===== src/rtl/core/atli_pkg.sv =====
package atli_pkg;

  // Table geometry.
  localparam int ENTRIES = 16;
  localparam int SLOT_W  = $clog2(ENTRIES);

  // Key layout: protocol, host, port from high to low.
  localparam int HOST_W = 32;
  localparam int PORT_W = 16;
  localparam int KEY_W  = 1 + HOST_W + PORT_W;

  // Request kinds.
  localparam logic REQ_FIND = 1'b0;
  localparam logic REQ_FREE = 1'b1;

  // Result status codes.
  localparam logic [1:0] STATUS_FOUND    = 2'd0;
  localparam logic [1:0] STATUS_INSERTED = 2'd1;
  localparam logic [1:0] STATUS_FULL     = 2'd2;
  localparam logic [1:0] STATUS_UNUSED   = 2'd3;

  typedef logic [KEY_W-1:0]  key_t;
  typedef logic [SLOT_W-1:0] slot_t;

endpackage


===== src/rtl/core/address_table_lookup_insert.sv =====
// Peer address table with lookup-or-insert and slot release.
//
// An item is taken at a rising edge where start is high and busy is low.
// With req_type low the key (protocol, host, peer_port) is looked up; on a
// miss it is written into the lowest free slot, or the table is reported
// full. With req_type high the slot named by free_slot is released.
// Exactly one result comes back per item: slot_index and status are valid
// for the single cycle in which done is high, and the receiver cannot hold
// it off. busy stays high from acceptance until the result cycle ends.
//
// A release result is strobed in the cycle right after the accepting edge.
// A lookup result is strobed once the scan ends: the key store is a
// single-read-port RAM with a registered read, so the read of slot 0 is
// started first, then one entry is compared per cycle, and the result
// register follows. A hit ends the scan early.
//
// Synchronous reset clears all valid bits at once and returns the
// sequencer to idle; no clearing pass over the key store is needed.
module address_table_lookup_insert (
  input  logic        clk,
  input  logic        rst,
  input  logic        start,
  output logic        busy,
  input  logic        req_type,
  input  logic        protocol,
  input  logic [31:0] host,
  input  logic [15:0] peer_port,
  input  logic [3:0]  free_slot,
  output logic        done,
  output logic [3:0]  slot_index,
  output logic [1:0]  status
);

  // Sequencer states.
  localparam logic ST_IDLE = 1'b0;
  localparam logic ST_SCAN = 1'b1;

  logic state;

  // Valid bits live in flops so reset clears them all at once.
  logic [atli_pkg::ENTRIES-1:0] valid;

  // The key under lookup, captured when the item is accepted.
  atli_pkg::key_t req_key;

  // Scan bookkeeping: cnt is the next slot to fetch, chk_idx the slot whose
  // key is on the RAM read port this cycle.
  atli_pkg::slot_t cnt;
  atli_pkg::slot_t chk_idx;
  logic            chk_vld;
  logic            have_free;
  atli_pkg::slot_t free_at;

  atli_pkg::key_t  rd_key;
  logic            hit;
  logic            ram_we;
  logic            accept;
  logic            scan_last;
  atli_pkg::slot_t rel_idx;
  logic            rel_ok;
  logic            done_next;

  assign accept    = start && !busy;
  assign busy      = (state != ST_IDLE) || done;
  assign scan_last = chk_vld && (chk_idx == atli_pkg::slot_t'(atli_pkg::ENTRIES - 1));
  assign ram_we    = (state == ST_SCAN) && !hit && scan_last && have_free;

  // A release answers right away; a lookup answers on a hit or at the end
  // of the scan.
  assign done_next = (state == ST_IDLE) ? (accept && (req_type == atli_pkg::REQ_FREE))
                                        : (hit || scan_last);

  // A release index beyond the table counts as an unused slot.
  assign rel_idx = atli_pkg::slot_t'(free_slot);
  assign rel_ok  = (32'(free_slot) < atli_pkg::ENTRIES) && valid[rel_idx];

  atli_ram #(
    .WIDTH (atli_pkg::KEY_W),
    .DEPTH (atli_pkg::ENTRIES)
  ) u_key_ram (
    .clk   (clk),
    .we    (ram_we),
    .waddr (free_at),
    .wdata (req_key),
    .raddr (cnt),
    .rdata (rd_key)
  );

  atli_cmp u_cmp (
    .req_key     (req_key),
    .entry_key   (rd_key),
    .entry_valid (chk_vld && valid[chk_idx]),
    .hit         (hit)
  );

  always_ff @(posedge clk) begin
    if (rst) begin
      state     <= ST_IDLE;
      valid     <= '0;
      done      <= 1'b0;
      chk_vld   <= 1'b0;
      have_free <= 1'b0;
      cnt       <= '0;
    end else begin
      done <= done_next;
      unique case (state)
        ST_IDLE: begin
          if (accept) begin
            if (req_type == atli_pkg::REQ_FREE) begin
              slot_index <= free_slot;
              if (rel_ok) begin
                valid[rel_idx] <= 1'b0;
                status         <= atli_pkg::STATUS_FOUND;
              end else begin
                status <= atli_pkg::STATUS_UNUSED;
              end
            end else begin
              req_key   <= {protocol, host, peer_port};
              cnt       <= '0;
              chk_vld   <= 1'b0;
              have_free <= 1'b0;
              free_at   <= '0;
              state     <= ST_SCAN;
            end
          end
        end
        ST_SCAN: begin
          if (hit) begin
            // Matching valid entry: report its slot.
            slot_index <= 4'(chk_idx);
            status     <= atli_pkg::STATUS_FOUND;
            state      <= ST_IDLE;
          end else if (scan_last) begin
            // Whole table seen without a match: insert or report full.
            state <= ST_IDLE;
            if (have_free) begin
              valid[free_at] <= 1'b1;
              slot_index     <= 4'(free_at);
              status         <= atli_pkg::STATUS_INSERTED;
            end else begin
              slot_index <= 4'd0;
              status     <= atli_pkg::STATUS_FULL;
            end
          end else begin
            // Fetch the next slot and note the lowest free one on the way.
            chk_vld <= 1'b1;
            chk_idx <= cnt;
            cnt     <= cnt + 1'b1;
            if (!have_free && !valid[cnt]) begin
              have_free <= 1'b1;
              free_at   <= cnt;
            end
          end
        end
        default: begin
          state <= ST_IDLE;
        end
      endcase
    end
  end

endmodule


===== src/rtl/core/atli_ram.sv =====
module atli_ram #(
  parameter int WIDTH = 8,
  parameter int DEPTH = 16
) (
  input  logic                     clk,
  input  logic                     we,
  input  logic [$clog2(DEPTH)-1:0] waddr,
  input  logic [WIDTH-1:0]         wdata,
  input  logic [$clog2(DEPTH)-1:0] raddr,
  output logic [WIDTH-1:0]         rdata
);

  logic [WIDTH-1:0] mem [DEPTH];

  always_ff @(posedge clk) begin
    if (we) begin
      mem[waddr] <= wdata;
    end
    rdata <= mem[raddr];
  end

endmodule


===== src/rtl/core/atli_cmp.sv =====
// Shared key compare unit: one stored entry against the request key per cycle.
module atli_cmp (
  input  atli_pkg::key_t req_key,
  input  atli_pkg::key_t entry_key,
  input  logic           entry_valid,
  output logic           hit
);

  assign hit = entry_valid && (req_key == entry_key);

endmodule


===== config.mk =====
export PLATFORM = sky130hd
export DESIGN_NAME = address_table_lookup_insert
export DESIGN_NICKNAME = d
export VERILOG_FILES = /design/src/rtl/core/atli_pkg.sv /design/src/rtl/core/address_table_lookup_insert.sv /design/src/rtl/core/atli_ram.sv /design/src/rtl/core/atli_cmp.sv
export SDC_FILE = /design/constraint.sdc
export NUM_CORES = 1
export LEC_CHECK = 0
export ABC_AREA = 1
export BUFFER_PORTS_ARGS = -buffer_cell sky130_fd_sc_hd__buf_4
export CORE_MARGIN = 2
export CORE_UTILIZATION = 39
export CTS_CLUSTER_DIAMETER = 40
export DETAILED_ROUTE_END_ITERATION = 16
export HOLD_SLACK_MARGIN = 0.1
export PLACE_DENSITY = 0.51
export SYNTH_ARGS = -nofsm -noshare
export SYNTH_HDL_FRONTEND = slang
export SYNTH_HIERARCHICAL = 1
export SYNTH_SLANG_ARGS = --single-unit
export TNS_END_PERCENT = 10

===== constraint.sdc =====
create_clock -name clk -period 8.81 [get_ports clk]
set_clock_uncertainty 0.1 [all_clocks]
set_input_delay 1.3215 -clock clk [delete_from_list [all_inputs] [get_ports clk]]
set_output_delay 1.3215 -clock clk [all_outputs]
set_load 0.1 [all_outputs]

==> results.yml, run 1 <==
sta:
  fin_crit_sh_pct: 59.12
  fin_crit_ns: 5.209
  fmax_mhz: 192.0
  hold_slack_ns: 0.3790
  tns_ns: 0
  hold_viol: 0
  setup_violations: 0
  grt_setup_unrepaired: "false"
  drv_slew: 0
  tightest_slew_ns: 1.253
  relSlewSlack_pct: 16.29
grt:
  grt_antenna_before_repair: 4
  grt_pass1_wl_um: 160600
  groute.usage.overall_pct: 20.71
  grt_pass1_vias: 25460
  gr-total-overflow: 0
  grt_max_degree: 183
critical_path:
  reg2reg_slack_ns: 3.60
  path_cells: "inv_1 > a21oi_1 > o21ai_0 > o21ai_0 > inv_1 > o22ai_1 > nand3_1 > nand2_1 > o21ai_0 > nor2_1 > nand2_1 > nor2_1 > nand3_1 > nor2_1 > nor3_2 > inv_2 > nor2_1 > nand2_1 > nor2_4 > buf_4"
  setup.worst_path.class: "flop to flop"
  cpMostUsedCell: "nor2_1"
  reg2reg_from: "chk_idx[0]$_DFFE_PP_"
  max_stage_delay_ns: 0.97
  ff2ff_path_depth: 20
  worstPathArrival_ns: 5.44
  setup.worst_path.start_class: "flop"
  r2r-end: "u_key_ram/mem[2][24]$_DFFE_PP_"
  crit_fanout: 27
  worst-path-stages: 20
  slowest_stage: "nor2_4"
  cp_top_family: "simple AND/OR/NAND/NOR gates"
  end_kind: "flop"
  critPathLaunch: "chk_idx[0]$_DFFE_PP_"
  crit_end: "u_key_ram/mem[2][24]$_DFFE_PP_"
  path_buf_inv: 4
  cp.required_ns: 9.04
synthesis:
  ys_ff_latch: 920
  synth_top_cell_by_area: "edfxtp_1"
  syn_avg_cell_area_um2: 10.26
  yosysWarnings: 6
  synth-main-ff-cell: "edfxtp_1"
  syn_inst: 3859
  synth_cell_type_count: 38
  syn-num-nets: 3917
  synth-edff-count: 847
  synth_area_leaders: "edfxtp_1 (64%), nand2_1 (11%), nand3_1 (7.8%)"
  synth.top_cell.area_share_pct: 64.22
  syn-cell-area_mm2: 0.03960
  synth_seq_area_share_pct: 67.91
  async_flop_share_pct: 0
clock_network:
  cts_root_buf: "clkbuf_16"
  path_clk_slew_ns: 0.05
  post-cts-setup-buffer-count: 0
  clockBufferDepth: 3
  clock_latency_ns: 0.72
  cts_resized: 0
  cts_sinks: 920
  hold_buffers: 0
  h-tree-depth: 4
  cts_buffers: 139
  cts_tree: "done"
floorplan:
  core_area_mm2: 0.1004
  fp.dieW_um: 322.7
  die_height_um: 322.7
  io_pins: 65
  rows: 116
  die-area_mm2: 0.1041
  initial_core_util_pct: 39.43
outcome:
  status: "complete, no violations"
drt:
  wl_per_cell_um: 19.65
  drc_errors: 0
  drt-total-wl_um: 106300
  via_per_inst: 4.818
  antenna_left: 0
  vias: 26070
  firstDrtPassIters: 5
  drtIter0Drc: 1866
final_layout:
  syn_to_final_growth_pct: 16.19
  n_antenna_cell: 0
  finalNetCount: 4000
  drive_above_1_share_pct: 10.04
job:
  drv_cap: 0
placed_design:
  gp_congestion: 0.8751
  dp_hpwl_um: 56960
  port_buffers: 64
pwr:
  ir_drop_mv: 0.1976
  p_per_area_mw_per_mm2: 240.7
  power_leakage_nw: 19.13
min_path:
  hold_class: "flop to flop"
how the worst min path moves through the flow:
| stage | start | slack, ns | depth (start not counted) | endpoint |
|---|---|---|---|---|
| finish | valid[2]$_SDFFE_PP0P_ | 0.38 | 2 | valid[2]$_SDFFE_PP0P_ |
| floorplan | valid[2]$_SDFFE_PP0P_ | 0.35 | 2 | valid[2]$_SDFFE_PP0P_ |
| CTS | valid[2]$_SDFFE_PP0P_ | 0.38 | 2 | valid[2]$_SDFFE_PP0P_ |
| global route | valid[2]$_SDFFE_PP0P_ | 0.40 | 2 | valid[2]$_SDFFE_PP0P_ |
| global placement | valid[2]$_SDFFE_PP0P_ | 0.37 | 2 | valid[2]$_SDFFE_PP0P_ |
| detailed placement | valid[2]$_SDFFE_PP0P_ | 0.37 | 2 | valid[2]$_SDFFE_PP0P_ |
layout by cell type (no fill, tap or decap), types with 3 or more instances in the layout:
master,instances
dfxtp_1,69
clkbuf_16,143
o21ai_0,98
inv_2,3
a21oi_2,10
inv_1,686
clkinv_1,11
clkinv_8,3
o21ai_1,4
nor2_4,16
clkinvlp_4,16
nand2_1,1202
edfxtp_1,847
o221ai_1,4
bufinv_16,20
clkinv_4,3
clkbuf_1,15
xor2_1,7
clkinv_2,20
nand2_2,14
nand3_1,621
clkbuf_8,6
nor2_1,52
a21oi_1,21
dfxtp_4,4
inv_6,18
buf_4,118
worst min-delay path, cell delays in order (launching register included):
cell and delay (ns):
dfxtp_1 0.32, nand2_2 0.07, a21oi_2 0.04
layout make-up:
class	instances	area (um2)
clock buffer	164	3717
inverter	694	2634
fill	9392	54420
multi-input combinational	2068	9065
timing repair buffer	119	905.9
clock inverter	89	1085
sequential	920	26910
tap	1357	1698
cell usage after synthesis, types with 7 or more instances:
cell type     n
nand3_1     621
a21oi_1      21
nand2_2      14
inv_1       687
clkbuf_1     20
buf_6        31
dfxtp_1      73
a21oi_2      10
nor2_1       68
o21ai_0      98
nand2_1    1202
xor2_1        7
edfxtp_1    847
buf_2        71
buf_4        38
buf_1        15
registers in the layout, summed over array words and instances (netlist names), 4 cells and up:
signal	flops
chk_idx	4
cnt	4
free_at	4
req_key	49
slot_index	4
u_key_ram/mem	784
u_key_ram/rdata	49
valid	16
where the power goes:
group	switching, W	internal (W)	total [W]
combinational	0.000426	0.000163	0.000589
sequential	0.0000555	0.00478	0.00484
clock	0.00203	0.00362	0.00565
total	0.00251	0.00857	0.0111
kinds of logic (layout without fill, tap and decap cells):
family / count (synthesis) / in the layout / synth area share, %
xor+xnor: 7 / 7 / 0.1548
buf+inv: 871 / 1066 / 9.513
fa+ha+maj: 1 / 1 / 0.03159
flops: 920 / 920 / 67.91
compound gates: 147 / 147 / 2.085
simple gates: 1913 / 1913 / 20.30
stage by stage:
stage | instances | area [um2] | util, % | power (W) | worst slack (ns)
after floorplan | 3859 | 39600 | - | 0.005339 | 3.168
after global placement | 5158 | 41210 | 41.03 | 0.005521 | 3.647
after detailed placement | 5158 | 41210 | 41.03 | 0.005520 | 3.556
after CTS | 5411 | 46020 | 45.82 | 0.01119 | 3.540
after global routing | 5411 | 46020 | 45.82 | 0.01143 | 3.229
final | 5411 | 46020 | 45.82 | 0.01108 | 3.601
routing by layer:
metal / wire length [um] / track usage, % / up-vias
met5: 13 / 0 / -
li1: - / - / 12690
met2: 50220 / 33.71 / 652
met4: 2451 / 6.470 / 2
met1: 48530 / 28.52 / 12560
met3: 5092 / 3.246 / 171
No activity file was read; power rests on OpenSTA's default activity.
==> run 2, diff against run 1 <==
clock period = 5.2 ns   (was 8.81 ns; I/O delays follow)
==> run 2 against run 1 <==
Core utilization rose by 0.74 points. Global-route usage is 0.70 points higher. Non-clock buffer count up 61. Die area unchanged. Flip-flop and latch count unchanged. Hold slack got worse by 0.24 ns. First-iteration DRC count up 26%. Combinational power grew 77%. Routed wire length is 3.6% higher. Clock power grew 70%. Largest cell class unchanged.
==> results.yml, run 2 (same netlist as run 1, synthesis figures left out) <==
drt:
  via_per_inst: 4.832
  drc_errors: 0
  drt-total-wl_um: 110200
  wl_per_cell_um: 20.09
  antenna_left: 0
  firstDrtPassIters: 5
  drtIter0Drc: 2357
  vias: 26500
critical_path:
  crit_fanout: 28
  setup.worst_path.start_class: "flop"
  critPathLaunch: "chk_idx[0]$_DFFE_PP_"
  max_stage_delay_ns: 0.51
  setup.worst_path.class: "flop to flop"
  cp.required_ns: 5.45
  reg2reg_from: "chk_idx[0]$_DFFE_PP_"
  end_kind: "flop"
  path_cells: "inv_1 > a21oi_1 > o21ai_0 > o21ai_0 > inv_1 > o22ai_1 > nand3_1 > nand2_1 > o21ai_0 > nor2_1 > nand2_1 > nor2_1 > nand3_1 > nor2_1 > nor3_2 > inv_2 > nor2_1 > nand3_1 > nor2_4 > buf_4"
  cpMostUsedCell: "nor2_1"
  worstPathArrival_ns: 4.64
  slowest_stage: "edfxtp_1"
final_layout:
  reg.largest.list: "u_key_ram/mem: 784 flops, req_key: 49 flops, u_key_ram/rdata: 49 flops"
  mostFrequentLayoutCell: "nand2_1"
  largest_register_ff_count: 784
  max_flop_register: "u_key_ram/mem"
  n_antenna_cell: 0
  drive_above_1_share_pct: 10.71
  most-common-layout-cells: "nand2_1 (1,202), edfxtp_1 (847), inv_1 (686)"
  finalNetCount: 4064
  syn_to_final_growth_pct: 18.07
job:
  drv_cap: 0
floorplan:
  fp.dieW_um: 322.7
  rows: 116
  die_height_um: 322.7
  die-area_mm2: 0.1041
  io_pins: 65
  initial_core_util_pct: 39.43
  core_area_mm2: 0.1004
clock_network:
  clock_latency_ns: 0.74
  cts_buffers: 142
  h-tree-depth: 4
  cts_resized: 0
  cts_tree: "done"
  clockBufferDepth: 3
  post-cts-setup-buffer-count: 0
  cts_root_buf: "clkbuf_16"
  hold_buffers: 26
  path_clk_slew_ns: 0.04
  cts_sinks: 920
grt:
  grt_pass1_wl_um: 164600
  groute.usage.overall_pct: 21.41
  grt_antenna_before_repair: 3
  grt_pass1_vias: 25600
  grt_max_degree: 175
  gr-total-overflow: 0
placed_design:
  dp_hpwl_um: 61320
  gp_congestion: 0.8495
  port_buffers: 64
outcome:
  status: "complete, no violations"
sta:
  tightest_slew_ns: 0.9957
  fin_crit_ns: 4.386
  fin_crit_sh_pct: 84.34
  relSlewSlack_pct: 33.62
  tns_ns: 0
  hold_viol: 0
  fmax_mhz: 228.0
  grt_setup_unrepaired: "false"
  drv_slew: 0
  setup_violations: 0
min_path:
  hold_class: "input port to flop"
  hold_start: "host[21]"
pwr:
  power_leakage_nw: 19.47
  p_per_area_mw_per_mm2: 402.2
  ir_drop_mv: 0.2966
  total_power_w: 0.01881
## run 2: cell types whose count changed in the layout (fill, tap and decap cells not counted), sizes merged
cell         change
clkbuf          +18
bufinv           -6
dlygate4sd3     +26
clkinv           +4
inv              -4
buf             +35
## run 2: area by class of cell
| cell class | instances | area (um2) |
|---|---|---|
| fillers | 9356 | 53680 |
| flip-flops and latches | 920 | 26910 |
| multi-input cells | 2068 | 9065 |
| clock buffers | 182 | 3920 |
| inverters | 694 | 2634 |
| well taps | 1357 | 1698 |
| repair buffers | 180 | 1592 |
| clock inverters | 83 | 942.2 |
## run 2: path summary, 6_finish.rpt
path                                      to  slack (ns)  cells after the start
max          u_key_ram/mem[15][32]$_DFFE_PP_        0.81                     20
min                    req_key[37]$_DFFE_PP_        0.14                      1
max reg2reg  u_key_ram/mem[15][32]$_DFFE_PP_        0.81                     20
min reg2reg            valid[2]$_SDFFE_PP0P_        0.39                      2
## run 2: layer usage
metal  track usage [%]  vias up  part of all wire, %
met4             7.762        0                  2.9
met1             29.22    12770                   45
met2             34.14      712                   46
met5                 0        -                    0
met3             4.025      189                  5.9
li1                  -    12830                    -
## run 2: worst max-delay path: cells and delay by family (launching register included)
kind	cells	cell delay [ns]
DFF	1	0.51
AOI/OAI and AO/OA	5	0.44
and+or+nand+nor	11	2.03
buffers and inverters	4	0.91
## run 2: where the power goes
part / internal, W / switching (W) / total [W] / leakage (nW)
registers: 0.00811 / 0.0000876 / 0.00819 / 8.23
clock network: 0.00607 / 0.00350 / 0.00958 / 2.33
logic: 0.000296 / 0.000741 / 0.00104 / 8.91
total: 0.0145 / 0.00433 / 0.0188 / 19.5
## run 2: per-stage QoR
stage	area [um2]	setup WS [ns]	hold slack (ns)	instances	utilization [%]
6_report	46760	0.8143	0.1430	5484	46.56
5_1_grt	46760	0.5470	0.1077	5484	46.56
4_1_cts	46760	0.8069	0.1003	5484	46.56
3_5_place_dp	41640	0.8028	0.3734	5193	41.46
3_3_place_gp	41640	0.8079	0.3680	5193	41.46
2_1_floorplan	39600	0.09944	0.3532	3859	-
==> run 3, diff against run 2 <==
clock period = 4.4 ns   (was 5.2 ns; I/O delays follow)
==> run 3 against run 2 <==
Non-clock buffer count increased by 48. Maximum frequency increased by 15%. Cell count increased by 0.86%. Power increased by 19%. Combinational power increased by 23%. First-iteration DRC count decreased by 11%. Hold slack improved by 0.055 ns. Largest cell class unchanged. Core utilization increased by 0.72 points. Routed wire length increased by 0.15%.
==> results.yml, run 3 (same netlist as run 1, synthesis figures left out) <==
placed_design:
  port_buffers: 64
  gp_congestion: 0.8907
  place_ws_ns: 0.6015
  dp_hpwl_um: 63510
final_layout:
  finalNetCount: 4112
  seq_area_mm2: 0.02691
  most-common-layout-cells: "nand2_1 (1,202), edfxtp_1 (847), inv_1 (686)"
  syn_to_final_growth_pct: 19.90
  max_flop_register: "u_key_ram/mem"
  reg.largest.list: "u_key_ram/mem: 784 flops, req_key: 49 flops, u_key_ram/rdata: 49 flops"
  largest_register_ff_count: 784
  multiInputGateArea_mm2: 0.009071
  nFillCells: 9395
  drive_above_1_share_pct: 11.28
  mostFrequentLayoutCell: "nand2_1"
  n_antenna_cell: 0
sta:
  fin_crit_ns: 3.798
  tns_ns: 0
  hold_viol: 0
  fin_crit_sh_pct: 86.32
  setup_ws_ns: 0.6018
  relSlewSlack_pct: 32.51
  drv_slew: 0
  setup_violations: 0
  tightest_slew_ns: 1.012
  grt_setup_unrepaired: "false"
  fmax_mhz: 263.3
outcome:
  status: "complete, no violations"
drt:
  drtIter0Drc: 2109
  firstDrtPassIters: 5
  antenna_left: 0
  drc_errors: 0
  wl_per_cell_um: 19.95
  vias: 26450
  drt-total-wl_um: 110300
  via_per_inst: 4.782
pwr:
  p_per_area_mw_per_mm2: 473.1
  ir_drop_mv: 0.2992
  power_leakage_nw: 19.78
clock_network:
  cts_buffers: 142
  h-tree-depth: 4
  cts_root_buf: "clkbuf_16"
  path_clk_slew_ns: 0.05
  clock_latency_ns: 0.73
  cts_tree: "done"
  post-cts-setup-buffer-count: 0
  clockBufferDepth: 3
  cts_sinks: 920
critical_path:
  r2r-end: "u_key_ram/mem[7][15]$_DFFE_PP_"
  worstPathArrival_ns: 4.15
  ff2ff_path_depth: 22
  setup.worst_path.class: "flop to flop"
  crit_fanout: 14
  reg2reg_slack_ns: 0.60
  end_kind: "flop"
  setup.worst_path.start_class: "flop"
  cp.required_ns: 4.75
  reg2reg_from: "chk_idx[0]$_DFFE_PP_"
min_path:
  whs_endpoint: "slot_index[2]$_DFFE_PP_"
  hold_class: "input port to flop"
  hold_depth: 3
  hold_start: "free_slot[2]"
floorplan:
  fp.dieW_um: 322.7
  die-area_mm2: 0.1041
  rows: 116
  io_pins: 65
  die_height_um: 322.7
  initial_core_util_pct: 39.43
  core_area_mm2: 0.1004
grt:
  grt_pass1_vias: 25690
  groute.usage.overall_pct: 21.47
  gr-total-overflow: 0
  grt_antenna_before_repair: 1
  grt_max_degree: 187
  grt_pass1_wl_um: 165300
job:
  drv_cap: 0
-- run 3: changes by cell type in the layout (fill, tap and decap cells not counted), moves of 5 or more --
| cell | delta |
|---|---|
| buf_12 | +19 |
| bufinv_16 | +6 |
| buf_4 | +6 |
| clkinv_1 | -8 |
| clkinv_4 | +5 |
| dlygate4sd3_1 | +23 |
-- run 3: worst max path at each step --
stage / startpoint / end / slack, ns / depth (start not counted)
4_1_cts: chk_idx[0]$_DFFE_PP_ / u_key_ram/mem[7][15]$_DFFE_PP_ / 0.60 / 22
6_report: chk_idx[0]$_DFFE_PP_ / u_key_ram/mem[7][15]$_DFFE_PP_ / 0.60 / 22
3_5_place_dp: chk_idx[0]$_DFFE_PP_ / u_key_ram/mem[7][12]$_DFFE_PP_ / 0.60 / 22
2_1_floorplan: chk_idx[0]$_DFFE_PP_ / u_key_ram/mem[12][0]$_DFFE_PP_ / -0.44 / 19
3_3_place_gp: chk_idx[0]$_DFFE_PP_ / u_key_ram/mem[7][12]$_DFFE_PP_ / 0.64 / 22
5_1_grt: chk_idx[0]$_DFFE_PP_ / u_key_ram/mem[7][15]$_DFFE_PP_ / 0.15 / 22
-- run 3: layout make-up --
type | instances | share of cell area [%]
sequential | 920 | 56.67
multi-input combinational | 2068 | 19.10
clock buffer | 178 | 8.005
inverter | 694 | 5.547
timing repair buffer | 228 | 4.732
tap | 1357 | 3.576
clock inverter | 86 | 2.364
-- run 3: where the power goes --
group	total (W)	switching [W]	internal, W
clock	0.0115	0.00416	0.00736
combinational	0.00128	0.000902	0.000373
sequential	0.00967	0.0000919	0.00958
-- run 3: repair_timing --
item                                   4_1_cts  5_1_grt
endpoints found under the hold margin       49        0
resized for setup                            0        0
hold buffers                                49        0
-- run 3: stage by stage --
stage               hold WS, ns  cells  instance area [um2]  power [W]  utilization (%)
floorplan                0.3532   3859                39610    0.01069                -
global placement         0.3748   5218                42070    0.01110            41.89
detailed placement       0.3746   5218                42070    0.01110            41.89
CTS                      0.1504   5531                47480    0.02269            47.28
global route             0.2039   5531                47480    0.02321            47.28
finish                   0.1976   5531                47480    0.02246            47.28
-- run 3: routing by layer --
layer  wire, um  up-vias  track usage, %
met5         13        -               0
met4       3439        2           7.876
met3       5708      195           3.554
met2      51210      698           34.27
met1      49950    12620           29.54
li1           -    12930               -
-- run 3: critical path: stages (launching register included) --
cell	delay, ns
edfxtp_1	0.52
inv_1	0.20
a21oi_1	0.17
o21ai_0	0.10
o21ai_0	0.09
inv_1	0.06
o22ai_1	0.12
nand3_1	0.09
nand2_1	0.13
o21ai_0	0.10
nor2_1	0.14
nand2_1	0.06
nor2_1	0.11
nand3_1	0.08
nor2_1	0.41
nor3_2	0.14
inv_2	0.11
nor2_1	0.04
buf_4	0.16
nand3b_1	0.09
buf_4	0.19
nor2_4	0.07
buf_4	0.24
